`src/rtl/dctsb_pkg.sv`:
```
// ----------------------------------------------------------------------------
// dctsb_pkg
// Shared codes and field widths for the character screen shadow buffer.
// ----------------------------------------------------------------------------
`default_nettype none

package dctsb_pkg;

    // request codes on req_type
    localparam logic [1:0] REQ_PUT_CHAR = 2'd0;
    localparam logic [1:0] REQ_SET_CUR  = 2'd1;
    localparam logic [1:0] REQ_CLEAR    = 2'd2;
    localparam logic [1:0] REQ_REFRESH  = 2'd3;

    // display command codes on cmd_kind
    localparam logic [1:0] CMD_CLEAR    = 2'd0;
    localparam logic [1:0] CMD_SET_ADDR = 2'd1;
    localparam logic [1:0] CMD_WRITE    = 2'd2;

    // screen geometry; the out_row/out_col widths are sized for it
    localparam int ROWS = 2;
    localparam int COLS = 16;

    localparam int unsigned CHAR_W    = 8;
    localparam int unsigned OUT_ROW_W = 1;
    localparam int unsigned OUT_COL_W = 4;

    typedef logic [CHAR_W-1:0] char_t;

endpackage

`default_nettype wire

```
`src/rtl/dirty_cell_text_screen_buffer_core.sv`:
```
// ----------------------------------------------------------------------------
// dirty_cell_text_screen_buffer_core
// Shadow buffer for a character display with one dirty mark per cell.
// ----------------------------------------------------------------------------
// Usage:
//   Command channel: a request word is taken at a rising edge with start high
//   and busy low. Put-char stores a byte at the cursor (dirty if changed or a
//   clear is pending) and advances the cursor; set-cursor moves it when the
//   position is on screen; clear homes the cursor, drops all dirty marks and
//   arms a pending clear; refresh emits the display commands.
//   Result channel: each command word is on cmd_kind/out_* for one cycle with
//   strobe high. The receiver cannot stall; words are never held back.
//   last_of_run marks the final word of a refresh.
// Sequencing:
//   set-cursor and clear: done at acceptance. put-char: read, then
//   compare/write on the char memory.
//   refresh: setup, then (if a put-char is pending) per cell a read and an
//   evaluate state, plus a write state for a dirty cell that opens a run
//   (address, then write word), then flush. A word waits in a one-word
//   hold stage until the next is made or the walk ends (so the last can carry
//   last_of_run), then passes the output register; the last word of a
//   refresh is out in the first cycle with busy low.
// Reset: cursor homes, all cells read as zero (per-cell valid flops), dirty
//   marks and pending flags clear. No clearing pass is needed.
// ----------------------------------------------------------------------------
`default_nettype none

module dirty_cell_text_screen_buffer_core
    import dctsb_pkg::*;
(
    input  wire logic                 clk,
    input  wire logic                 rst_n,
    input  wire logic                 start,
    output logic                      busy,
    input  wire logic [1:0]           req_type,
    input  wire logic [7:0]           char_code,
    input  wire logic [7:0]           target_row,
    input  wire logic [7:0]           target_col,
    output logic                      strobe,
    output logic [1:0]                cmd_kind,
    output logic [OUT_ROW_W-1:0]      out_row,
    output logic [OUT_COL_W-1:0]      out_col,
    output logic [CHAR_W-1:0]         out_char,
    output logic                      last_of_run
);

    localparam int CELLS = ROWS * COLS;
    localparam int IDX_W = (CELLS > 1) ? $clog2(CELLS) : 1;
    localparam int ROW_W = (ROWS > 1) ? $clog2(ROWS) : 1;
    localparam int COL_W = (COLS > 1) ? $clog2(COLS) : 1;
    localparam int PRD_W = IDX_W + 1;

    // sequencer codes
    localparam logic [2:0] ST_IDLE    = 3'd0;
    localparam logic [2:0] ST_PUT_WR  = 3'd1;
    localparam logic [2:0] ST_REF     = 3'd2;
    localparam logic [2:0] ST_WALK_RD = 3'd3;
    localparam logic [2:0] ST_WALK_EV = 3'd4;
    localparam logic [2:0] ST_WALK_WR = 3'd5;
    localparam logic [2:0] ST_FIN     = 3'd6;

    // ---------------- state ----------------
    logic [2:0]       state_reg,      state_next;
    logic [ROW_W-1:0] cur_row_reg,    cur_row_next;
    logic [COL_W-1:0] cur_col_reg,    cur_col_next;
    logic             clr_pend_reg,   clr_pend_next;
    logic             upd_pend_reg,   upd_pend_next;
    logic [CELLS-1:0] dirty_reg,      dirty_next;
    logic [CELLS-1:0] valid_reg,      valid_next;
    char_t            ch_reg,         ch_next;

    // walker
    logic [ROW_W-1:0] wrow_reg,       wrow_next;
    logic [COL_W-1:0] wcol_reg,       wcol_next;
    logic [IDX_W-1:0] widx_reg,       widx_next;
    logic             need_addr_reg,  need_addr_next;

    // one-word hold stage ahead of the output registers
    logic                 hold_vld_reg,  hold_vld_next;
    logic [1:0]           hold_kind_reg, hold_kind_next;
    logic [OUT_ROW_W-1:0] hold_row_reg,  hold_row_next;
    logic [OUT_COL_W-1:0] hold_col_reg,  hold_col_next;
    char_t                hold_char_reg, hold_char_next;

    // output registers
    logic                 strobe_reg,    strobe_next;
    logic [1:0]           kind_reg,      kind_next;
    logic [OUT_ROW_W-1:0] orow_reg,      orow_next;
    logic [OUT_COL_W-1:0] ocol_reg,      ocol_next;
    char_t                ochar_reg,     ochar_next;
    logic                 last_reg,      last_next;

    // char memory, read data registered
    char_t            mem [CELLS];
    char_t            rdata_reg;
    logic             rd_dirty_reg;
    logic             rd_valid_reg;
    logic [IDX_W-1:0] rd_addr;
    logic [IDX_W-1:0] put_idx;
    logic [PRD_W-1:0] put_prod;
    logic             mem_we;
    char_t            cell_char;

    // generated word this cycle
    logic                 gen_vld;
    logic [1:0]           gen_kind;
    logic [OUT_ROW_W-1:0] gen_row;
    logic [OUT_COL_W-1:0] gen_col;
    char_t                gen_char;
    logic                 walk_adv;
    logic                 accept;

    assign accept    = start && (state_reg == ST_IDLE);
    assign busy      = (state_reg != ST_IDLE);
    assign put_prod  = PRD_W'(cur_row_reg) * PRD_W'(COLS);
    assign put_idx   = IDX_W'(put_prod + PRD_W'(cur_col_reg));
    assign rd_addr   = (state_reg == ST_IDLE) ? put_idx : widx_reg;
    assign cell_char = rd_valid_reg ? rdata_reg : '0;

    always_ff @(posedge clk)
    begin
        if (mem_we)
        begin
            mem[put_idx] <= ch_reg;
        end
        rdata_reg <= mem[rd_addr];
    end

    // ---------------- sequencer ----------------
    always_comb
    begin
        state_next     = state_reg;
        cur_row_next   = cur_row_reg;
        cur_col_next   = cur_col_reg;
        clr_pend_next  = clr_pend_reg;
        upd_pend_next  = upd_pend_reg;
        dirty_next     = dirty_reg;
        valid_next     = valid_reg;
        ch_next        = ch_reg;
        wrow_next      = wrow_reg;
        wcol_next      = wcol_reg;
        widx_next      = widx_reg;
        need_addr_next = need_addr_reg;
        mem_we         = 1'b0;
        gen_vld        = 1'b0;
        gen_kind       = CMD_CLEAR;
        gen_row        = '0;
        gen_col        = '0;
        gen_char       = '0;
        walk_adv       = 1'b0;

        unique case (state_reg)
            ST_IDLE:
            begin
                if (accept)
                begin
                    unique case (req_type)
                        REQ_PUT_CHAR:
                        begin
                            ch_next    = char_code;
                            state_next = ST_PUT_WR;
                        end
                        REQ_SET_CUR:
                        begin
                            if ((32'(target_row) < ROWS) && (32'(target_col) < COLS))
                            begin
                                cur_row_next = ROW_W'(target_row);
                                cur_col_next = COL_W'(target_col);
                            end
                        end
                        REQ_CLEAR:
                        begin
                            cur_row_next  = '0;
                            cur_col_next  = '0;
                            clr_pend_next = 1'b1;
                            dirty_next    = '0;
                        end
                        default:
                        begin
                            state_next = ST_REF;
                        end
                    endcase
                end
            end
            ST_PUT_WR:
            begin
                if ((cell_char != ch_reg) || clr_pend_reg)
                begin
                    mem_we              = 1'b1;
                    valid_next[put_idx] = 1'b1;
                    dirty_next[put_idx] = 1'b1;
                end
                upd_pend_next = 1'b1;
                if (cur_col_reg == COL_W'(COLS - 1))
                begin
                    cur_col_next = '0;
                    cur_row_next = (cur_row_reg == ROW_W'(ROWS - 1)) ? '0
                                                                   : cur_row_reg + 1'b1;
                end
                else
                begin
                    cur_col_next = cur_col_reg + 1'b1;
                end
                state_next = ST_IDLE;
            end
            ST_REF:
            begin
                if (clr_pend_reg)
                begin
                    gen_vld  = 1'b1;
                    gen_kind = CMD_CLEAR;
                end
                if (upd_pend_reg)
                begin
                    wrow_next      = '0;
                    wcol_next      = '0;
                    widx_next      = '0;
                    need_addr_next = 1'b1;
                    state_next     = ST_WALK_RD;
                end
                else
                begin
                    state_next = ST_FIN;
                end
            end
            ST_WALK_RD:
            begin
                state_next = ST_WALK_EV;
            end
            ST_WALK_EV:
            begin
                if (rd_dirty_reg)
                begin
                    if (need_addr_reg)
                    begin
                        gen_vld        = 1'b1;
                        gen_kind       = CMD_SET_ADDR;
                        gen_row        = OUT_ROW_W'(wrow_reg);
                        gen_col        = OUT_COL_W'(wcol_reg);
                        need_addr_next = 1'b0;
                        state_next     = ST_WALK_WR;
                    end
                    else
                    begin
                        gen_vld              = 1'b1;
                        gen_kind             = CMD_WRITE;
                        gen_char             = cell_char;
                        dirty_next[widx_reg] = 1'b0;
                        walk_adv             = 1'b1;
                    end
                end
                else
                begin
                    // a clean cell under a pending clear reads as zero from now on
                    if (clr_pend_reg)
                    begin
                        valid_next[widx_reg] = 1'b0;
                    end
                    need_addr_next = 1'b1;
                    walk_adv       = 1'b1;
                end
            end
            ST_WALK_WR:
            begin
                gen_vld              = 1'b1;
                gen_kind             = CMD_WRITE;
                gen_char             = cell_char;
                dirty_next[widx_reg] = 1'b0;
                walk_adv             = 1'b1;
            end
            ST_FIN:
            begin
                state_next = ST_IDLE;
            end
            default:
            begin
                state_next = ST_IDLE;
            end
        endcase

        if (walk_adv)
        begin
            widx_next  = widx_reg + 1'b1;
            state_next = ST_WALK_RD;
            if (wcol_reg == COL_W'(COLS - 1))
            begin
                wcol_next      = '0;
                need_addr_next = 1'b1;
                if (wrow_reg == ROW_W'(ROWS - 1))
                begin
                    clr_pend_next = 1'b0;
                    upd_pend_next = 1'b0;
                    state_next    = ST_FIN;
                end
                else
                begin
                    wrow_next = wrow_reg + 1'b1;
                end
            end
            else
            begin
                wcol_next = wcol_reg + 1'b1;
            end
        end
    end

    // ---------------- hold stage and output ----------------
    always_comb
    begin
        hold_vld_next  = hold_vld_reg;
        hold_kind_next = hold_kind_reg;
        hold_row_next  = hold_row_reg;
        hold_col_next  = hold_col_reg;
        hold_char_next = hold_char_reg;
        strobe_next    = 1'b0;
        kind_next      = kind_reg;
        orow_next      = orow_reg;
        ocol_next      = ocol_reg;
        ochar_next     = ochar_reg;
        last_next      = 1'b0;

        priority if (gen_vld)
        begin
            // a newer word exists, so the held one is not the last
            if (hold_vld_reg)
            begin
                strobe_next = 1'b1;
                kind_next   = hold_kind_reg;
                orow_next   = hold_row_reg;
                ocol_next   = hold_col_reg;
                ochar_next  = hold_char_reg;
            end
            hold_vld_next  = 1'b1;
            hold_kind_next = gen_kind;
            hold_row_next  = gen_row;
            hold_col_next  = gen_col;
            hold_char_next = gen_char;
        end
        else if ((state_reg == ST_FIN) && hold_vld_reg)
        begin
            strobe_next   = 1'b1;
            kind_next     = hold_kind_reg;
            orow_next     = hold_row_reg;
            ocol_next     = hold_col_reg;
            ochar_next    = hold_char_reg;
            last_next     = 1'b1;
            hold_vld_next = 1'b0;
        end
        else
        begin
            strobe_next = 1'b0;
        end
    end

    always_ff @(posedge clk or negedge rst_n)
    begin
        if (!rst_n)
        begin
            state_reg     <= ST_IDLE;
            cur_row_reg   <= '0;
            cur_col_reg   <= '0;
            clr_pend_reg  <= 1'b0;
            upd_pend_reg  <= 1'b0;
            dirty_reg     <= '0;
            valid_reg     <= '0;
            ch_reg        <= '0;
            wrow_reg      <= '0;
            wcol_reg      <= '0;
            widx_reg      <= '0;
            need_addr_reg <= 1'b1;
            hold_vld_reg  <= 1'b0;
            hold_kind_reg <= CMD_CLEAR;
            hold_row_reg  <= '0;
            hold_col_reg  <= '0;
            hold_char_reg <= '0;
            strobe_reg    <= 1'b0;
            kind_reg      <= CMD_CLEAR;
            orow_reg      <= '0;
            ocol_reg      <= '0;
            ochar_reg     <= '0;
            last_reg      <= 1'b0;
            rd_dirty_reg  <= 1'b0;
            rd_valid_reg  <= 1'b0;
        end
        else
        begin
            state_reg     <= state_next;
            cur_row_reg   <= cur_row_next;
            cur_col_reg   <= cur_col_next;
            clr_pend_reg  <= clr_pend_next;
            upd_pend_reg  <= upd_pend_next;
            dirty_reg     <= dirty_next;
            valid_reg     <= valid_next;
            ch_reg        <= ch_next;
            wrow_reg      <= wrow_next;
            wcol_reg      <= wcol_next;
            widx_reg      <= widx_next;
            need_addr_reg <= need_addr_next;
            hold_vld_reg  <= hold_vld_next;
            hold_kind_reg <= hold_kind_next;
            hold_row_reg  <= hold_row_next;
            hold_col_reg  <= hold_col_next;
            hold_char_reg <= hold_char_next;
            strobe_reg    <= strobe_next;
            kind_reg      <= kind_next;
            orow_reg      <= orow_next;
            ocol_reg      <= ocol_next;
            ochar_reg     <= ochar_next;
            last_reg      <= last_next;
            rd_dirty_reg  <= dirty_reg[rd_addr];
            rd_valid_reg  <= valid_reg[rd_addr];
        end
    end

    assign strobe      = strobe_reg;
    assign cmd_kind    = kind_reg;
    assign out_row     = orow_reg;
    assign out_col     = ocol_reg;
    assign out_char    = ochar_reg;
    assign last_of_run = last_reg;

endmodule

`default_nettype wire
```
`config.mk`:
```
export PLATFORM = sky130hd
export DESIGN_NAME = dirty_cell_text_screen_buffer_core
export DESIGN_NICKNAME = d
export VERILOG_FILES = /design/src/rtl/dctsb_pkg.sv /design/src/rtl/dirty_cell_text_screen_buffer_core.sv
export SDC_FILE = /design/constraint.sdc
export NUM_CORES = 1
export LEC_CHECK = 0
export ABC_AREA = 1
export BUFFER_PORTS_ARGS = -buffer_cell sky130_fd_sc_hd__clkbuf_2
export CAP_MARGIN = 40
export CORE_AREA = 8 8 175 301
export CTS_CLUSTER_SIZE = 40
export DETAILED_ROUTE_END_ITERATION = 7
export DIE_AREA = 0 0 183 309
export SYNTH_ARGS = -nofsm -noshare
export SYNTH_HDL_FRONTEND = slang
export SYNTH_SLANG_ARGS = --single-unit
```
`constraint.sdc`:
```
create_clock -name clk -period 7 [get_ports clk]
set_input_delay 0.7 -clock clk [delete_from_list [all_inputs] [get_ports clk]]
set_output_delay 0.7 -clock clk [all_outputs]
set_load 0.005 [all_outputs]
```
==> metrics.cfg, run 1 <==
[yosys]
ys_seq_area_share_pct=57.7
syn_area_um2=19200
ys_async_sr_fraction_pct=32.7
synth_top_area_share_pct=40.1
synthFlopType=edfxtp_1
ys_types=38
synth-edff-count=256
yosys_warnings=0
synth_nets=2237
synthTopCellsByArea=edfxtp_1 (40%), dfrtp_1 (17%), nand2_1 (10%)
avgSynthCellArea_um2=8.72
synth.ff_latch_count=392
synth_cells=2196
synth_top_cell_by_area=edfxtp_1

[place]
preCtsSetupSlack_ps=3470
gp_congestion=0.907
port_buffers=46
dpl.hpwl_um=38400
placed_area_um2=20300

[global_routing]
gr-usage-all-layers_pct=20.5
grt-ovfl-total=0
grt_max_degree=69
grt_pass1_vias=15300
antenna_found_initial=0
grt_pass1_wl_um=89400

[cts]
clock_latency_ps=540
clock_path_buffers=3
cts_buffers=36
cts_setup_buffers=0
cts_root_buf=clkbuf_16
clock-sinks=392
htreeDepth=2
tritoncts=yes
post_cts_resized=0
cts_hold_buf=0
clk_pin_slew_worst_paths_ps=70

[detailed_routing]
wirelength_um=57700
vias_per_cell=5.29
drt_iter0_drc=1586
wl_per_cell_um=19.9
drc=0
ant_nets=0
dr.pass1.iters=6
num_vias=15300

[finish]
num_antenna_cells=0
layout_commonest_cell=nand2_1
layout.nets=2258
synthToLayoutAreaGrowth_pct=12.4
mostFrequentLayoutCells=nand2_1 (514), inv_1 (405), nand3_1 (385)
drive_above_1_share_pct=8.33
largest_reg_flops=256
post-route-cell-area_um2=21500

[power_and_ir_drop]
leakagePower_nw=9.49
power.density_nw_per_um2=457
vdd_drop_max_v=0.000258

[sta]
maxClockFrequency_mhz=279
setup_tns_ps=0
finalMaxSlewViolations=0
rsz0062_at_grt=false
slew_headroom_pct=42.7
period_minus_slack_ps=3580
period_share_pct=51.1
hold_viol=0
timing.final.ws_setup_ps=3420
tightest_slew_ps=856
finalSetupViolCount=0
finClkSkew_ps=17.7

[setup_path]
worst-r2r-cell-count=12
critPathMaxFanout=60
cp.required_ps=7420
reg2reg_from=state_reg[0]$_DFFE_PN0P_
reg2reg_slack_ps=3420
worstReg2RegEnd=rdata_reg[7]$_DFF_P_
crit_arrival_ps=4000
criticalPathCategory=register to register
cp-start-kind=register
end_kind=register

[floorplanning]
die_y_um=309
initial_core_util_pct=39.5
num_rows=107
ioPinCount=47
dieArea_um2=56500
die_width_um=183
core_um2=48500

[flow_run]
maxCapViolations=0

[worst_hold_path]
hold_path_class=input pin to async pin

[status]
status=completed

layer usage:
layer  GRT usage [%]  vias up  share of wire, %
met2            36.6      623                51
li1                -     7172                 -
met5               0        -                 0
met1            22.4     7333                36
met3            2.36      206               5.7
met4            14.3        0               7.5
worst max path at each step:
stage / start / endpoint / slack [ps] / cells past startpoint
floorplan: ch_reg[4]$_DFFE_PN0P_ / mem[17][0]$_DFFE_PP_ / 4560 / 7
global placement: ch_reg[6]$_DFFE_PN0P_ / mem[7][1]$_DFFE_PP_ / 3420 / 6
detailed placement: state_reg[0]$_DFFE_PN0P_ / rdata_reg[7]$_DFF_P_ / 3470 / 12
CTS: state_reg[0]$_DFFE_PN0P_ / rdata_reg[7]$_DFF_P_ / 3460 / 12
global route: state_reg[0]$_DFFE_PN0P_ / rdata_reg[0]$_DFF_P_ / 3140 / 12
finish: state_reg[0]$_DFFE_PN0P_ / rdata_reg[7]$_DFF_P_ / 3420 / 12
report_power, final:
| group | leakage [nW] | internal [W] | switching, W |
|---|---|---|---|
| Combinational | 4.78 | 0.00122 | 0.00316 |
| Clock | 0.621 | 0.00124 | 0.000892 |
| Sequential | 4.08 | 0.00297 | 0.000353 |
| Total | 9.49 | 0.00543 | 0.00441 |
cell usage after synthesis (4+ instances only):
| library cell | number |
|---|---|
| dfxtp_1 | 8 |
| xor2_1 | 6 |
| o31ai_1 | 64 |
| o22ai_1 | 7 |
| o21ai_1 | 37 |
| nor2_1 | 94 |
| dfrtp_1 | 127 |
| nand2_1 | 518 |
| o21ai_0 | 94 |
| buf_2 | 31 |
| buf_4 | 9 |
| edfxtp_1 | 256 |
| inv_2 | 4 |
| a21oi_1 | 10 |
| nand3_1 | 386 |
| mux2_2 | 12 |
| nand4_1 | 4 |
| inv_1 | 406 |
| ha_1 | 12 |
| clkbuf_1 | 65 |
| nor3_1 | 19 |
final cells by class:
cell class / count / area [um^2]
Clock inverter: 18 / 233
Tap cell: 654 / 818
Multi-Input combinational cell: 1283 / 6120
Fill cell: 4701 / 26900
Inverter: 413 / 1550
Clock buffer: 48 / 1040
Sequential cell: 392 / 11100
Timing Repair Buffer: 91 / 718
stage by stage:
step / hold WS, ps / cells / util [%] / power, W
after floorplan: 404 / 2196 / - / 0.00598
after global placement: 467 / 2806 / 41.1 / 0.00750
after detailed placement: 475 / 2833 / 41.8 / 0.00771
after CTS: 187 / 2899 / 44.4 / 0.00985
after global routing: 197 / 2899 / 44.4 / 0.0104
final: 174 / 2899 / 44.4 / 0.00983
critical path: stages, from the launching register on:
cell and delay, ps:
dfrtp_1 430, inv_2 120, nand2_4 240, nand2_1 570, nand2_4 740, buf_4 630
nand2_1 100, nand3_1 100, nand3_1 70, nand3_1 180, nand2_1 80, nand2_1 60
nand2_1 50
cells by family (layout without fill, tap and decap cells):
| group | count (synthesis) | in the layout | synth area share, % |
|---|---|---|---|
| AND/OR/NAND/NOR | 1030 | 1030 | 23.1 |
| buffers and inverters | 521 | 570 | 10.6 |
| flip-flops | 392 | 392 | 57.7 |
| AO/OA/AOI/OAI | 223 | 223 | 6.88 |
| adder cells (fa/ha/maj) | 12 | 12 | 0.784 |
| multiplexers | 12 | 12 | 0.705 |
| XOR/XNOR | 6 | 6 | 0.274 |
Note: power is estimated with default switching activity, not from simulation.
==> run 2: changes to the inputs <==
--- a/config.mk
+++ b/config.mk
@@ -5,13 +5,13 @@
 export SDC_FILE = /design/constraint.sdc
 export NUM_CORES = 1
 export LEC_CHECK = 0
-export ABC_AREA = 1
+export ABC_AREA = 0
 export BUFFER_PORTS_ARGS = -buffer_cell sky130_fd_sc_hd__clkbuf_2
 export CAP_MARGIN = 40
-export CORE_AREA = 8 8 175 301
+export CORE_AREA = 8 8 170 292
 export CTS_CLUSTER_SIZE = 40
 export DETAILED_ROUTE_END_ITERATION = 7
-export DIE_AREA = 0 0 183 309
+export DIE_AREA = 0 0 178 300
 export SYNTH_ARGS = -nofsm -noshare
 export SYNTH_HDL_FRONTEND = slang
 export SYNTH_SLANG_ARGS = --single-unit
==> constraint.sdc (replaced) <==
create_clock -name clk -period 3.09 [get_ports clk]
set_input_delay 0.309 -clock clk [delete_from_list [all_inputs] [get_ports clk]]
set_output_delay 0.309 -clock clk [all_outputs]
set_load 0.005 [all_outputs]
==> metrics.cfg, run 2 <==
[setup_path]
cp_slowest_cell=nor2_1
cp.required_ps=3260  ; -4160 ps
crit_arrival_ps=3150  ; -850 ps
critPathBufInv=2  ; unchanged
end_kind=register
path_cells=buf_4 -> nand4b_1 -> a2bb2oi_1 -> a22oi_1 -> buf_4 -> a21oi_1 -> nand2_1 -> nor2_1
reg2reg_from=rd_valid_reg$_DFF_PN0_
max_stage_delay_ps=700  ; -40 ps
crit_top_cell=buf_4
worst-r2r-cell-count=8  ; -4
worstReg2RegEnd=mem[2][2]$_DFFE_PP_
reg2reg_slack_ps=100  ; -3320 ps
criticalPathCategory=register to register
cp-start-kind=register
path_delay_family=simple AND/OR/NAND/NOR gates
critPathMaxFanout=8  ; -87%

[cts]
clock_path_buffers=3  ; unchanged
clk_pin_slew_worst_paths_ps=70  ; about the same
cts_buffers=37  ; +2.8%
clock_latency_ps=540  ; about the same
clock-sinks=392  ; unchanged
htreeDepth=2  ; unchanged
tritoncts=yes
cts_root_buf=clkbuf_16

[sta]
timing.final.ws_setup_ps=104  ; -3320 ps
rsz0062_at_grt=true
tightest_slew_ps=838  ; -17.3 ps
period_share_pct=96.6  ; +46 points
finalMaxSlewViolations=0  ; unchanged
finClkSkew_ps=15.3  ; -2.47 ps
slew_headroom_pct=43.8  ; +1.0 points
maxClockFrequency_mhz=335  ; +20%
period_minus_slack_ps=2990  ; -593 ps
finalSetupViolCount=0  ; unchanged
hold_viol=0  ; unchanged

[place]
place_inst=2017  ; -29%
dpl.hpwl_um=39900  ; +3.9%
port_buffers=46  ; unchanged
preCtsSetupSlack_ps=65.2  ; -3410 ps
placed_area_um2=19700  ; -2.8%
gp_congestion=0.953  ; +5.1%

[finish]
post-route-cell-area_um2=21000  ; -2.4%
layout.nets=1515  ; -33%
layout_commonest_cell=edfxtp_1
mostFrequentLayoutCells=edfxtp_1 (256), dfrtp_1 (127), nand2_1 (124)
drive_above_1_share_pct=24.0  ; +16 points
num_antenna_cells=0  ; unchanged
final_cells=2085  ; -28%
synthToLayoutAreaGrowth_pct=16.9
largest_reg_flops=256  ; unchanged

[detailed_routing]
wirelength_um=55900  ; -3.0%
vias_per_cell=6.02  ; +14%
num_vias=12500  ; -18%
dr.pass1.iters=5  ; -1
drc=0  ; unchanged
drt_iter0_drc=1108  ; -30%
ant_nets=0  ; unchanged
wl_per_cell_um=26.8  ; +35%

[global_routing]
grt_max_degree=79  ; +14%
grt-ovfl-total=0  ; unchanged
grt_pass1_wl_um=83500  ; -6.6%
antenna_found_initial=1  ; +1
gr-usage-all-layers_pct=21.0  ; +0.49 points
grt_pass1_vias=12900  ; -15%

[flow_run]
maxCapViolations=0  ; unchanged

[yosys]
syn_area_um2=18000  ; -6.2%
ys_seq_area_share_pct=61.5  ; +3.8 points
avgSynthCellArea_um2=13.4  ; +53%
synthFlopType=edfxtp_1
synthTopCellsByArea=edfxtp_1 (43%), dfrtp_1 (18%), mux4_2 (9.3%)
ys_async_sr_fraction_pct=32.7  ; unchanged
synth.ff_latch_count=392  ; unchanged
synth_most_common_cell=edfxtp_1
synth-edff-count=256  ; unchanged
synth_top_area_share_pct=42.8  ; +2.6 points
synth_top_cell_by_area=edfxtp_1
netlist_top_cells_count=edfxtp_1 (256), dfrtp_1 (127), nand2_1 (125), nor2_1 (106), o21ai_0 (91)
ys_types=69  ; +82%
synth_cells=1344  ; -39%
yosys_warnings=0  ; unchanged
synth_nets=1385  ; -38%

[floorplanning]
ioPinCount=47  ; unchanged
die_width_um=178  ; -2.7%
initial_core_util_pct=39.4  ; -0.17 points
dieArea_um2=53400  ; -5.6%
die_y_um=300  ; -2.9%
core_um2=45700  ; -5.8%
num_rows=104  ; -2.8%

[power_and_ir_drop]
leakagePower_nw=7.97  ; -16%
p_total_w=0.0224  ; +130%
power.density_nw_per_um2=1070  ; +130%
vdd_drop_max_v=0.000661  ; +160%

[worst_hold_path]
holdPathStages=2
hold_path_class=input pin to register
hold_end=ch_reg[4]$_DFFE_PN0P_
min_from=char_code[4]

[status]
status=completed

[run 2: worst max path at each step]
stage	startpoint	end	slack (ps)	cells after the start
after floorplan	ch_reg[5]$_DFFE_PN0P_	mem[19][0]$_DFFE_PP_	360	5
after CTS	rd_valid_reg$_DFF_PN0_	mem[9][7]$_DFFE_PP_	40	9
final	rd_valid_reg$_DFF_PN0_	mem[2][2]$_DFFE_PP_	100	8
after detailed placement	rd_valid_reg$_DFF_PN0_	mem[9][0]$_DFFE_PP_	70	9
after global placement	state_reg[2]$_DFFE_PN0P_	rdata_reg[3]$_DFF_P_	80	8
after global routing	rd_valid_reg$_DFF_PN0_	mem[1][3]$_DFFE_PP_	-80	8
[run 2: final cells by class]
class	count	area, um^2
Tap cell	583	729
Sequential cell	392	11100
Inverter	21	78.8
Clock inverter	21	234
Clock buffer	46	1030
Multi-Input combinational cell	846	6530
Timing Repair Buffer	176	1370
Fill cell	3976	24700
[run 2: cells by family after synthesis]
family,count (synthesis),synth area share (%)
buffers and inverters,106,2.66
adders and majority gates,12,0.835
and+or+nand+nor,363,9.46
muxes,147,13.5
xor gates and xnor gates,5,0.244
DFF,392,61.5
AOI/OAI and AO/OA,319,11.8
[run 2: metal layers]
layer  up-vias  GRT usage [%]  wire [um]
met5         -              0          0
met4         0           15.2       4360
met3       189           3.18       3830
met2       631           36.1      28200
met1      6271           23.1      19500
li1       5457              -          -
[run 2: through the flow]
step	utilization [%]	hold WS, ps	setup TNS, ps
global route	46.0	63.2	-1540
detailed placement	43.1	175	0
global placement	43.0	453	0
CTS	45.9	51.3	0
finish	46.0	70.6	0
floorplan	-	13.4	0
[run 2: what timing repair did]
| action | in CTS | in global routing |
|---|---|---|
| gates resized for setup | 0 | 13 |
| buffers inserted | 0 | 0 |
| endpoints found under the setup margin | 0 | 112 |
| endpoints found under the hold margin | 99 | 0 |
| hold buffers | 1 | 0 |
[run 2: where the power goes]
group	internal, W	total (W)	switching (W)
clock network	0.00274	0.00477	0.00202
registers	0.00684	0.00748	0.000638
logic	0.00404	0.0102	0.00614
total	0.0136	0.0224	0.00880
==> run 3: changes to the inputs <==
--- a/config.mk
+++ b/config.mk
@@ -6,7 +6,7 @@
 export NUM_CORES = 1
 export LEC_CHECK = 0
 export ABC_AREA = 0
-export BUFFER_PORTS_ARGS = -buffer_cell sky130_fd_sc_hd__clkbuf_2
+export BUFFER_PORTS_ARGS = -buffer_cell sky130_fd_sc_hd__buf_4
 export CAP_MARGIN = 40
 export CORE_AREA = 8 8 170 292
 export CTS_CLUSTER_SIZE = 40
==> metrics.cfg, run 3 (synthesis results as in run 2) <==
[global_routing]
grt_pass1_vias=13100  ; +0.96%
grt_max_degree=72  ; -8.9%
gr-usage-all-layers_pct=21.2  ; +0.23 points
antenna_found_initial=0  ; -1
grt-ovfl-total=0  ; unchanged
grt_pass1_wl_um=83900  ; +0.48%

[power_and_ir_drop]
vdd_drop_max_v=0.000599  ; -9.3%
leakagePower_nw=7.97  ; about the same
power.density_nw_per_um2=1060  ; -0.55%

[cts]
cts_root_buf=clkbuf_16
clock-sinks=392  ; unchanged
tritoncts=yes
clk_pin_slew_worst_paths_ps=70  ; about the same
clock_latency_ps=550  ; about the same
htreeDepth=2  ; unchanged
clock_path_buffers=3  ; unchanged
cts_buffers=36  ; -2.7%

[finish]
largest_reg_flops=256  ; unchanged
layout_commonest_cell=edfxtp_1
drive_above_1_share_pct=24.5  ; +0.43 points
synthToLayoutAreaGrowth_pct=17.4
final_cells=2083  ; -0.096%
mostFrequentLayoutCells=edfxtp_1 (256), buf_4 (160), dfrtp_1 (127)
num_antenna_cells=0  ; unchanged
layout.nets=1513  ; -0.13%

[sta]
finalSetupViolCount=0  ; unchanged
hold_viol=0  ; unchanged
fin_hold_ws_ps=24.2  ; -46.4 ps
rsz0062_at_grt=true
period_minus_slack_ps=3020  ; +36.6 ps
period_share_pct=97.8  ; +1.2 points
finClkSkew_ps=22.0  ; +6.73 ps
slew_headroom_pct=45.7  ; +1.9 points
maxClockFrequency_mhz=331  ; -1.2%
finalMaxSlewViolations=0  ; unchanged
tightest_slew_ps=809  ; -29.6 ps

[detailed_routing]
num_vias=12500  ; -0.18%
wl_per_cell_um=27.0  ; +0.81%
wirelength_um=56300  ; +0.71%
ant_nets=0  ; unchanged
vias_per_cell=6.01  ; about the same
drc=0  ; unchanged
dr.pass1.iters=5  ; unchanged
drt_iter0_drc=998  ; -9.9%

[setup_path]
criticalPathCategory=register to register
critPathMaxFanout=27  ; +19
cp_slowest_cell=nor4b_4
cp-start-kind=register
crit_arrival_ps=3430  ; +280 ps
path_cells=buf_4 -> nor3_4 -> buf_12 -> mux2i_4 -> buf_6 -> buf_4 -> nor2_1 -> a32oi_1 -> o2111ai_1 -> nor4b_4
critPathBufInv=4  ; +2
max_stage_delay_ps=400  ; -300 ps
end_kind=register
crit_top_cell=buf_4
path_delay_family=buffers and inverters
cp.required_ps=3490  ; +230 ps

[floorplanning]
num_rows=104  ; unchanged
core_um2=45700  ; unchanged
ioPinCount=47  ; unchanged
die_width_um=178  ; unchanged
dieArea_um2=53400  ; unchanged
initial_core_util_pct=39.4  ; unchanged
die_y_um=300  ; unchanged

[place]
port_buffers=46  ; unchanged
dpl.hpwl_um=40100  ; +0.57%
gp_congestion=0.932  ; -2.2%
place_inst=2015  ; -0.099%

[status]
status=completed

[flow_run]
maxCapViolations=0  ; unchanged

[worst_hold_path]
hold_path_class=input pin to register

-- run 3: cell count changes in the layout (fill, tap and decap cells not counted), sizes merged --
cell and delta:
buf +44, bufinv -2, clkbuf -46, clkinv +3, clkinvlp +1, inv -2
-- run 3: path summary, 6_finish.rpt --
kind / cells after the start / from / slack (ps) / to
worst max-delay path: 10 / state_reg[0]$_DFFE_PN0P_ / 70 / rdata_reg[6]$_DFF_P_
worst min-delay path: 2 / char_code[6] / 20 / ch_reg[6]$_DFFE_PN0P_
worst max register to register: 10 / state_reg[0]$_DFFE_PN0P_ / 70 / rdata_reg[6]$_DFF_P_
worst min register to register: 1 / valid_reg[14]$_DFFE_PN0P_ / 480 / valid_reg[14]$_DFFE_PN0P_
max in group asynchronous: 3 / rst_n / 1960 / cmd_kind[0]$_DFFE_PN0P_
min in group asynchronous: 2 / rst_n / 340 / dirty_reg[31]$_DFFE_PN0P_
-- run 3: area by class of cell --
class | count | area (um^2)
repair buffers | 175 | 1450
clock buffers | 45 | 987
fillers | 4005 | 24600
multi-input cells | 846 | 6610
inverters | 21 | 78.8
well taps | 583 | 729
flip-flops and latches | 392 | 11100
clock inverters | 21 | 191
-- run 3: timing repair --
action,CTS,global route
hold buffers,1,0
hold endpoints to repair,68,0
pin swaps,1,1
gates resized for setup,5,25
buffers inserted,1,0
endpoints found under the setup margin,6,126
-- run 3: through the flow --
| stage | setup TNS [ps] | total power, W | instance area [um^2] | util, % | setup slack [ps] |
|---|---|---|---|---|---|
| 2_1_floorplan | 0 | 0.0135 | 18000 | - | 360 |
| 3_3_place_gp | -307 | 0.0175 | 19700 | 43.2 | -225 |
| 3_5_place_dp | -445 | 0.0176 | 19800 | 43.3 | -205 |
| 4_1_cts | 0 | 0.0222 | 21000 | 46.0 | 16.7 |
| 5_1_grt | -19.7 | 0.0233 | 21100 | 46.2 | -11.2 |
| 6_report | 0 | 0.0224 | 21100 | 46.2 | 67.8 |
-- run 3: worst reg2reg max path, stage by stage (launching register included) --
cell       delay, ps
dfrtp_1          390
buf_4            220
nor3_4           290
buf_12           260
mux2i_4          300
buf_6            200
buf_4            230
nor2_1           100
a32oi_1          270
o2111ai_1        230
nor4b_4          400
-- run 3: where the power goes --
part | total (W) | switching (W) | internal [W] | leakage [nW]
combinational | 0.0105 | 0.00628 | 0.00418 | 3.34
clock | 0.00449 | 0.00202 | 0.00247 | 0.564
sequential | 0.00743 | 0.000589 | 0.00684 | 4.07
-- run 3: metal layers --
layer	up-vias	part of all wire [%]	track usage [%]	wire [um]
met4	0	8.5	17.0	4810
met1	6318	35	22.7	19500
li1	5453	-	-	-
met2	556	50	36.1	28400
met3	198	6.4	3.76	3600
met5	-	0	0	0
